**src/rtl/core/srct_pkg.sv**
```systemverilog
// Shared types, constants and helpers for the request coalescing table.
`default_nettype none
package srct_pkg;

	localparam int TABLE_SLOTS = 16;
	localparam int SLOT_W      = (TABLE_SLOTS > 1) ? $clog2(TABLE_SLOTS) : 1;
	localparam int IDX_W       = $clog2(TABLE_SLOTS + 1);

	localparam int KEY_W     = 36;
	localparam int PAGE_W    = 16;
	localparam int PRIO_W    = 8;
	localparam int DUE_W     = 32;
	localparam int OWNER_W   = 56;
	localparam int PAYLOAD_W = 60;

	localparam logic [1:0] CMD_PUBLISH = 2'd0;
	localparam logic [1:0] CMD_RELEASE = 2'd1;
	localparam logic [1:0] CMD_CLEAR   = 2'd2;

	localparam logic [1:0] ST_INSERTED = 2'd0;
	localparam logic [1:0] ST_MERGED   = 2'd1;
	localparam logic [1:0] ST_FULL     = 2'd2;
	localparam logic [1:0] ST_RELEASED = 2'd3;

	typedef enum logic [1:0] {
		FSM_IDLE,
		FSM_SCAN,
		FSM_WRITE,
		FSM_RESP
	} fsm_t;

	typedef struct packed {
		logic [KEY_W-1:0]   key;
		logic [PAGE_W-1:0]  page;
		logic [PRIO_W-1:0]  prio;
		logic [DUE_W-1:0]   due;
		logic [OWNER_W-1:0] owner;
	} slot_entry_t;

	typedef struct packed {
		logic              en;
		logic              full;   // insert: also write payload
		logic [SLOT_W-1:0] addr;
	} store_wr_t;

	typedef struct packed {
		logic               hit;
		logic [PRIO_W-1:0]  prio;
		logic [DUE_W-1:0]   due;
		logic [OWNER_W-1:0] owner;
	} merge_res_t;

	// slot number as shown on the 4-bit slot port
	function automatic logic [3:0] slot_out(input logic [SLOT_W-1:0] idx);
		logic [SLOT_W+3:0] ext;
		ext = {4'b0000, idx};
		return ext[3:0];
	endfunction

endpackage
`default_nettype wire

```
**src/rtl/core/srct_store.sv**
```systemverilog
// Slot storage: entry and payload memories, one write port, registered read.
`default_nettype none
module srct_store (
	input  wire logic                                clk,
	input  wire srct_pkg::store_wr_t                 wr,
	input  wire srct_pkg::slot_entry_t               wr_entry,
	input  wire logic [srct_pkg::PAYLOAD_W-1:0]      wr_payload,
	input  wire logic [srct_pkg::SLOT_W-1:0]         rd_addr,
	output srct_pkg::slot_entry_t                    rd_entry
);

	srct_pkg::slot_entry_t               entry_mem [srct_pkg::TABLE_SLOTS];
	logic [srct_pkg::PAYLOAD_W-1:0]      payload_mem [srct_pkg::TABLE_SLOTS];
	srct_pkg::slot_entry_t               rd_q;

	always_ff @(posedge clk) begin
		if (wr.en) begin
			entry_mem[wr.addr] <= wr_entry;
			if (wr.full) begin
				payload_mem[wr.addr] <= wr_payload;
			end
		end
		rd_q <= entry_mem[rd_addr];
	end

	assign rd_entry = rd_q;

endmodule
`default_nettype wire

```
**src/rtl/core/srct_merge.sv**
```systemverilog
// Shared compare unit: key/page match and merged priority, deadline, owner.
`default_nettype none
module srct_merge (
	input  wire srct_pkg::slot_entry_t               entry,
	input  wire logic [srct_pkg::KEY_W-1:0]          key,
	input  wire logic [srct_pkg::PAGE_W-1:0]         page,
	input  wire logic [srct_pkg::PRIO_W-1:0]         prio,
	input  wire logic [srct_pkg::DUE_W-1:0]          due,
	input  wire logic [srct_pkg::OWNER_W-1:0]        owner,
	output srct_pkg::merge_res_t                     res
);

	logic take_owner;

	always_comb begin
		// owner kind 0 means no owner
		take_owner = (owner[3:0] != 4'd0) &&
			((entry.owner[3:0] == 4'd0) || (due <= entry.due));
		res.hit   = (entry.key == key) && (entry.page == page);
		res.prio  = (prio > entry.prio) ? prio : entry.prio;
		res.due   = (due < entry.due) ? due : entry.due;
		res.owner = take_owner ? owner : entry.owner;
	end

endmodule
`default_nettype wire

```
**src/rtl/core/stream_request_coalescing_table.sv**
```systemverilog
// Top level: sequencer, active bits and result register of the coalescing table.
`default_nettype none
// Request coalescing table of srct_pkg::TABLE_SLOTS slots. A publish
// transaction scans the slots one per cycle through a single compare unit
// against a registered-read slot memory. An insert goes through the scan,
// the write state and the result state; a full table skips the write state
// and answers sooner, and a hit in slot n ends the scan at that slot.
// Release and clear transactions go straight to the result state; command 3 is
// taken and gives no result. in_stall stays high while a transaction is in
// work and drops the cycle after its result is loaded. A finished result sits
// in the output register until taken; a new transaction may be accepted
// meanwhile. Active bits reset to empty; no clearing pass is needed.
module stream_request_coalescing_table (
	input  wire logic        clk,
	input  wire logic        arst_n,
	input  wire logic        in_valid,
	output logic             in_stall,
	input  wire logic [1:0]  cmd,
	input  wire logic [3:0]  domain,
	input  wire logic [31:0] obj_id,
	input  wire logic [15:0] page_num,
	input  wire logic [7:0]  priority_req,
	input  wire logic [31:0] deadline,
	input  wire logic [55:0] owner_record,
	input  wire logic [31:0] created_frame,
	input  wire logic [31:0] reg_epoch,
	input  wire logic [27:0] geometry,
	input  wire logic [3:0]  release_slot,
	output logic             out_valid,
	input  wire logic        out_stall,
	output logic [1:0]       status,
	output logic [3:0]       slot,
	output logic [7:0]       slot_priority,
	output logic [31:0]      slot_deadline,
	output logic [55:0]      slot_owner
);

	localparam int SW = srct_pkg::SLOT_W;
	localparam int IW = srct_pkg::IDX_W;

	srct_pkg::fsm_t state_q, state_d;

	logic [srct_pkg::TABLE_SLOTS-1:0] active_q;

	// latched publish item
	logic [srct_pkg::KEY_W-1:0]     key_q;
	logic [srct_pkg::PAGE_W-1:0]    page_q;
	logic [srct_pkg::PRIO_W-1:0]    prio_q;
	logic [srct_pkg::DUE_W-1:0]     due_q;
	logic [srct_pkg::OWNER_W-1:0]   owner_q;
	logic [srct_pkg::PAYLOAD_W-1:0] payload_q;
	logic [31:0]                    epoch_q;

	// scan control
	logic [IW-1:0] idx_q;
	logic          cmp_v_s1;
	logic [SW-1:0] cmp_idx_s1;
	logic          have_free_q;
	logic [SW-1:0] free_q;
	logic [SW-1:0] wr_addr_q;
	logic          wr_full_q;

	// pending result
	logic [1:0]                   res_status_q;
	logic [3:0]                   res_slot_q;
	logic [srct_pkg::PRIO_W-1:0]  res_prio_q;
	logic [srct_pkg::DUE_W-1:0]   res_due_q;
	logic [srct_pkg::OWNER_W-1:0] res_owner_q;

	logic out_valid_q;

	srct_pkg::store_wr_t   wr;
	srct_pkg::slot_entry_t wr_entry;
	srct_pkg::slot_entry_t rd_entry;
	srct_pkg::merge_res_t  mres;

	logic          accept;
	logic          issue;
	logic          cmp_hit;
	logic          cmp_free;
	logic          scan_done;
	logic          out_load;
	logic          rel_ok;
	logic [SW+3:0] rel_ext;

	assign accept    = in_valid && !in_stall;
	assign issue     = (state_q == srct_pkg::FSM_SCAN) && (idx_q != IW'(srct_pkg::TABLE_SLOTS));
	assign cmp_free  = cmp_v_s1 && !active_q[cmp_idx_s1];
	assign cmp_hit   = cmp_v_s1 && active_q[cmp_idx_s1] && mres.hit;
	assign scan_done = (state_q == srct_pkg::FSM_SCAN) && !cmp_v_s1 && !issue;
	assign out_load  = (state_q == srct_pkg::FSM_RESP) && (!out_valid_q || !out_stall);
	assign rel_ext   = {{SW{1'b0}}, release_slot};
	assign rel_ok    = {5'd0, release_slot} < 9'(srct_pkg::TABLE_SLOTS);

	assign wr.en   = (state_q == srct_pkg::FSM_WRITE);
	assign wr.full = wr_full_q;
	assign wr.addr = wr_addr_q;
	assign wr_entry.key   = key_q;
	assign wr_entry.page  = page_q;
	assign wr_entry.prio  = res_prio_q;
	assign wr_entry.due   = res_due_q;
	assign wr_entry.owner = res_owner_q;

	srct_store u_store (
		.clk        (clk),
		.wr         (wr),
		.wr_entry   (wr_entry),
		.wr_payload (payload_q),
		.rd_addr    (idx_q[SW-1:0]),
		.rd_entry   (rd_entry)
	);

	srct_merge u_merge (
		.entry (rd_entry),
		.key   (key_q),
		.page  (page_q),
		.prio  (prio_q),
		.due   (due_q),
		.owner (owner_q),
		.res   (mres)
	);

	always_ff @(posedge clk or negedge arst_n) begin
		if (!arst_n) begin
			state_q <= srct_pkg::FSM_IDLE;
		end else begin
			state_q <= state_d;
		end
	end

	always_comb begin
		state_d  = state_q;
		in_stall = (state_q != srct_pkg::FSM_IDLE);
		case (state_q)
			srct_pkg::FSM_IDLE: begin
				if (in_valid) begin
					case (cmd)
						srct_pkg::CMD_PUBLISH: state_d = srct_pkg::FSM_SCAN;
						srct_pkg::CMD_RELEASE,
						srct_pkg::CMD_CLEAR:   state_d = srct_pkg::FSM_RESP;
						default:               state_d = srct_pkg::FSM_IDLE;
					endcase
				end
			end
			srct_pkg::FSM_SCAN: begin
				if (cmp_hit) begin
					state_d = srct_pkg::FSM_WRITE;
				end else if (scan_done) begin
					state_d = have_free_q ? srct_pkg::FSM_WRITE : srct_pkg::FSM_RESP;
				end
			end
			srct_pkg::FSM_WRITE: state_d = srct_pkg::FSM_RESP;
			srct_pkg::FSM_RESP: begin
				if (out_load) begin
					state_d = srct_pkg::FSM_IDLE;
				end
			end
			default: state_d = srct_pkg::FSM_IDLE;
		endcase
	end

	// control registers
	always_ff @(posedge clk or negedge arst_n) begin
		if (!arst_n) begin
			active_q    <= '0;
			idx_q       <= '0;
			cmp_v_s1    <= 1'b0;
			have_free_q <= 1'b0;
			out_valid_q <= 1'b0;
		end else begin
			if (accept) begin
				idx_q       <= '0;
				cmp_v_s1    <= 1'b0;
				have_free_q <= 1'b0;
				if (cmd == srct_pkg::CMD_RELEASE && rel_ok) begin
					active_q[rel_ext[SW-1:0]] <= 1'b0;
				end else if (cmd == srct_pkg::CMD_CLEAR) begin
					active_q <= '0;
				end
			end else begin
				if (issue) begin
					idx_q <= idx_q + IW'(1);
				end
				cmp_v_s1 <= issue && !cmp_hit;
				if (cmp_free) begin
					have_free_q <= 1'b1;
				end
			end
			if (wr.en && wr_full_q) begin
				active_q[wr_addr_q] <= 1'b1;
			end
			if (out_load) begin
				out_valid_q <= 1'b1;
			end else if (!out_stall) begin
				out_valid_q <= 1'b0;
			end
		end
	end

	// datapath registers
	always_ff @(posedge clk) begin
		if (accept) begin
			key_q     <= {domain, obj_id};
			page_q    <= page_num;
			prio_q    <= priority_req;
			due_q     <= deadline;
			owner_q   <= owner_record;
			payload_q <= {created_frame, geometry};
			epoch_q   <= reg_epoch;
			res_status_q <= srct_pkg::ST_RELEASED;
			res_slot_q   <= (cmd == srct_pkg::CMD_RELEASE) ? release_slot : 4'd0;
			res_prio_q   <= '0;
			res_due_q    <= '0;
			res_owner_q  <= '0;
		end
		cmp_idx_s1 <= idx_q[SW-1:0];
		// lowest free slot: first inactive one seen in scan order
		if (cmp_free && !have_free_q) begin
			free_q <= cmp_idx_s1;
		end
		if (cmp_hit) begin
			wr_addr_q    <= cmp_idx_s1;
			wr_full_q    <= 1'b0;
			res_status_q <= srct_pkg::ST_MERGED;
			res_slot_q   <= srct_pkg::slot_out(cmp_idx_s1);
			res_prio_q   <= mres.prio;
			res_due_q    <= mres.due;
			res_owner_q  <= mres.owner;
		end else if (scan_done) begin
			wr_addr_q <= free_q;
			wr_full_q <= 1'b1;
			if (have_free_q) begin
				res_status_q <= srct_pkg::ST_INSERTED;
				res_slot_q   <= srct_pkg::slot_out(free_q);
				res_prio_q   <= prio_q;
				res_due_q    <= due_q;
				res_owner_q  <= owner_q;
			end else begin
				res_status_q <= srct_pkg::ST_FULL;
				res_slot_q   <= 4'd0;
				res_prio_q   <= '0;
				res_due_q    <= '0;
				res_owner_q  <= '0;
			end
		end
		if (out_load) begin
			status        <= res_status_q;
			slot          <= res_slot_q;
			slot_priority <= res_prio_q;
			slot_deadline <= res_due_q;
			slot_owner    <= res_owner_q;
		end
	end

	assign out_valid = out_valid_q;

endmodule
`default_nettype wire
```
**config.mk**
```make
export PLATFORM = sky130hd
export DESIGN_NAME = stream_request_coalescing_table
export DESIGN_NICKNAME = d
export VERILOG_FILES = /design/src/rtl/core/srct_pkg.sv /design/src/rtl/core/srct_store.sv /design/src/rtl/core/srct_merge.sv /design/src/rtl/core/stream_request_coalescing_table.sv
export SDC_FILE = /design/constraint.sdc
export NUM_CORES = 2
export LEC_CHECK = 0
export BUFFER_PORTS_ARGS = -buffer_cell sky130_fd_sc_hd__clkbuf_2
export CAP_MARGIN = 20
export CORE_AREA = 3 3 602 604
export CTS_CLUSTER_DIAMETER = 100
export DETAILED_ROUTE_END_ITERATION = 8
export DIE_AREA = 0 0 605 607
export PLACE_DENSITY_LB_ADDON = 0.3
export SLEW_MARGIN = 20
export SYNTH_ARGS = -nofsm -noshare
export SYNTH_HDL_FRONTEND = slang
export SYNTH_SLANG_ARGS = --single-unit
```
**constraint.sdc**
```tcl
create_clock -name clk -period 11.7 [get_ports clk]
set_input_delay 1.755 -clock clk [delete_from_list [all_inputs] [get_ports clk]]
set_output_delay 1.755 -clock clk [all_outputs]
set_load 0.02 [all_outputs]
```
# Yosys cells after proc, flatten, opt, wreduce, memory -nomap -nowiden
# Memories as Yosys holds them, arrays and structs flattened. A register that Yosys moved wholly into a read port is not among the register bits.
# Index checks and enable logic that the tools add are counted.
# totals
reg_bits,391
ram_bits,2368
input_bits,250
out_inout_bits,104
wordCells,138
memories,1
# classes
n_addsub,1
order_cmp,8
eq_ne,12
n_mux,51
n_bitwise,3
reduce_logical,37
# mem_list
memory,words,width,rd,rd_ports_with_merged_regs,wr,line_no,source
u_store.entry_mem,16,148,1,1,1,srct_store.sv:12,srct_pkg::slot_entry_t entry_mem [srct_pkg::TABLE_SLOTS];
# ops
operator,count
56-bit two-way mux,5
32-bit two-way mux,5
16-bit two-way mux,4
8-bit two-way mux,5
36-bit == test,1
32-bit <= comparator,1
32-bit < comparator,1
4-bit two-way mux,7
16-bit AND,1
16-bit == test,1
16-bit NOT,1
16-bit bitwise OR,1
1-bit logical AND,15
"4-bit by 5-bit < comparator with 1-bit output, second input constant",3
2-bit two-way mux,7
1-bit two-way mux,11
5-bit two-way mux,2
2-bit nonzero test,5
1-bit demux with 4-bit select,2
"4-bit by 1-bit >= comparator with 1-bit output, second input constant",2
8-bit greater-than comparator,1
1-bit logical NOT,8
2-bit case mux with 4 select lines,1
"2-bit == test, second input constant",3
other kinds (15),19

# Logic depth before layout (Yosys ltp)
# logic_depth
word_depth,10
depth_mapped,11
depth_no_buf,9

# By module
# Synthesis repeated with hierarchy kept, for this count alone.
# unflattened
hier_cells,4947
area_unflattened_um2,110410.9
# modules_own_cells
mod,instances,cells_per_inst,area_each_um2,seq_area_each_um2
srct_store,1,3864,91960.7,74071.0
stream_request_coalescing_table,1,753,15509.9,13342.8
srct_merge,1,330,2940.3,0.0

# Worst setup path before layout
# Ideal clock, no wire load.
# synth_path
path_kind,flip-flop to flip-flop
start,reg state_q[0]
end,mem u_store.entry_mem[0][0] (netlist name) (enable)
setup_ns,0.836
t_arrival_ns,11.316
required_ns,10.864
path_slack_ns,-0.452
stages_incl_launch_ff,6
path_buffers,1
synth_period_minus_slack_ns,12.152
cell_sequence,dfrtp_1 inv_1 ha_1 or3b_2 clkbuf_1 nor3_1
# synth_via
elab_chain_cells,3
# synth_rtl
item,line_no,source
from (decl),stream_request_coalescing_table.sv:41,"srct_pkg::fsm_t state_q, state_d;"
from (signal assigned),stream_request_coalescing_table.sv:125,state_q <= srct_pkg::FSM_IDLE;
from (signal assigned),stream_request_coalescing_table.sv:127,state_q <= state_d;
2-bit == test,stream_request_coalescing_table.sv:95,assign wr.en = (state_q == srct_pkg::FSM_WRITE);
1-bit two-way mux,srct_store.sv:17,if (wr.en) begin
1-bit two-way mux (not written as such),srct_store.sv:18,entry_mem[wr.addr] <= wr_entry;
to (decl),srct_store.sv:12,
# Every way passes these cells.

==> impl_metrics.ini <==
[setup_path]
cp_cell_sequence = buf_4 -> buf_4 -> buf_4 -> buf_4 -> mux4_2 -> mux4_2
timing.rr.start = idx_q[0]
arrival_ns = 5.95
crit_start = idx_q[0]
slowest_delay_ns = 0.85
worst_setup_path_start_kind = register
crit_required_ns = 12.45
path_max_fanout = 44
critPathKind = register to register
cp_slowest_cell = buf_4
cp-end-kind = register
cpMostUsedCell = buf_4

[hold_path]
hp-class = register to register
hp-start = res_slot_q[3]

[global_routing]
grt_pass1_vias = 50800
grt_max_degree = 134
track_usage_pct = 14.9
grt_pass1_wl_um = 389000
antenna_found_initial = 30
grt_overflow = 0

[sta]
worst_hold_slack_ns = 0.418
fin_crit_ns = 5.20
skew_ns = 0.0837
timing.final.crit_share_pct = 44.4
rsz0062_at_grt = no
slew_headroom_pct = 24.1
finalHoldViolCount = 0
slew_viol_final = 0
tightestPinTransition_ns = 1.14
setup_violations = 0
final.setup.tns_ns = 0
fmax_ghz = 0.192

[route]
wl_per_cell_um = 27.9
first_pass_iters = 7
routed_wirelength_um = 277000
drc = 0
via_count = 48100
vias_per_cell = 4.84
drt-initial-drc-count = 5079
antenna_left = 0

[power_and_ir_drop]
irDropWorstVdd_uv = 174
seqPwrFrac_pct = 47.4
total_power_mw = 28.3
leakage_nw = 39.0
switchingPower_mw = 7.57
p_sw_share_pct = 26.7
p_int_mw = 20.7
pwr-share-comb_pct = 17.7
pwr-share-clk_pct = 34.9
power_density_mw_per_mm2 = 226

[yosys]
yosysSeqAreaShare_pct = 80.0
syn_area_mm2 = 0.107
async_flop_share_pct = 0.894
synthTopCellsByArea = edfxtp_1 (77%), mux4_2 (16%), dfxtp_1 (2.9%)
netlist_instances = 4397
synth_edf_count = 2726
yosysUniqueCellTypes = 56
synth_area_leader_cell = edfxtp_1
syn_avg_cell_area_um2 = 24.3
yosysWarnings = 0
synth_top_area_share_pct = 76.5
synth_flop_cell = edfxtp_1
ys_top_cells_by_count = edfxtp_1 (2726), mux4_2 (740), dfxtp_1 (155)
synth_nets = 4697
synthMostInstantiatedCell = edfxtp_1
ys_ff_latch = 2907

[floorplan]
coreArea_mm2 = 0.358
start_util_pct = 29.9
die_area_mm2 = 0.367
chipWidth_um = 605
fp-row-count = 220
io_pins = 354
die_h_um = 607

[run_status]
status = complete, no violations

[clock_network]
cts_root_buffer = clkbuf_16
postCtsHoldBufs = 0
numCtsBuffers = 322
insertion_delay_ns = 0.91
clockBufferDepth = 4
cts_tree = done
post-cts-setup-buffer-count = 0
htreeDepth = 5
cts_sinks = 2907
clk_pin_slew_ns = 0.06
cts_resized = 0

[placed_design]
hpwl_um = 141000
port_buffers = 261
place.gp.congestion = 0.719
place_area_mm2 = 0.115

[layout]
syn_to_final_growth_pct = 16.9
utilization_pct = 34.9
drive_gt1_share_pct = 31.4
num-nets-final = 5184
stdcell_area_mm2 = 0.125

[run]
cap_violations = 0
flip-flops by register name, summed over array words and instances, names as in the netlist, 16 cells and up:
| signal | count |
|---|---|
| slot_deadline | 32 |
| res_owner_q | 56 |
| due_q | 32 |
| res_due_q | 32 |
| slot_owner | 56 |
| key_q | 36 |
| active_q | 16 |
| page_q | 16 |
| u_store.rd_entry | 148 |
| u_store.entry_mem | 2368 |
| owner_q | 56 |
layout make-up:
| cell class | instances | area, um^2 |
|---|---|---|
| Antenna cell | 10 | 25.0 |
| Clock buffer | 439 | 8910 |
| Clock inverter | 157 | 1480 |
| Fill cell | 32800 | 233000 |
| Inverter | 51 | 199 |
| Multi-Input combinational cell | 1242 | 20600 |
| Sequential cell | 2907 | 85600 |
| Tap cell | 4773 | 5970 |
| Timing Repair Buffer | 360 | 2290 |
power by group through the flow:
stage	clock [mW]	combinational, mW	sequential (mW)
final	9.88	5.02	13.4
after global placement	0	5.15	13.6
after floorplan	0	3.57	13.4
after detailed placement	0	5.16	13.6
after global routing	10.6	5.42	13.5
after CTS	10.2	5.18	13.4
metrics by stage:
stage / instances / setup WS [ns]
6_report: 9939 / 6.50
5_1_grt: 9932 / 5.88
4_1_cts: 9929 / 6.20
3_5_place_dp: 9333 / 6.20
3_3_place_gp: 9330 / 6.21
2_1_floorplan: 4397 / 1.84
layer usage:
layer	GRT usage [%]	part of all wire, %
met2	25.1	50
met3	2.53	5.3
met4	3.70	2.3
met5	0	0
met1	19.9	42
cell usage in the layout, fill, tap and decap left out, drive strengths merged, types with 4 or more instances in the layout:
cell / instances
edfxtp: 2726
mux4: 744
clkbuf: 700
dfxtp: 155
clkinv: 113
buf: 99
a22o: 96
inv: 70
ha: 50
o21ai: 40
nand4: 39
nor2: 38
nand2b: 36
xnor2: 35
a21oi: 32
dfrtp: 26
nand2: 23
nand3: 22
bufinv: 15
nor3: 12
diode: 10
clkinvlp: 10
nor4: 9
nor2b: 6
mux2: 5
a21o: 5
mux2i: 4
xor2: 4
a311oi: 4
nand3b: 4
a31oi: 4
or3: 4
worst max-delay path, delay by kind of cell, from the launching register on:
kind | cells | cell delay, ns
buffers and inverters | 4 | 3.07
multiplexers | 2 | 1.07
flip-flops | 1 | 0.80
cell families after synthesis:
kind of cell | share of synthesized area (%)
adders and majority gates | 0.585
buffers and inverters | 0.934
AOI/OAI and AO/OA | 1.35
xor gates and xnor gates | 0.319
DFF | 80.0
muxes | 15.8
and+or+nand+nor | 1.04
final timing paths:
check                                       endpoint  slack (ns)  depth (start not counted)
worst max-delay path            u_store.rd_entry[48]        6.50                          6
worst min-delay path                         slot[3]        0.42                          0
worst max register to register  u_store.rd_entry[48]        6.50                          6
worst min register to register               slot[3]        0.42                          0
max in group asynchronous                   idx_q[2]       10.22                          1
min in group asynchronous                   idx_q[3]        0.91                          1
(Power assumes the default switching activity.)
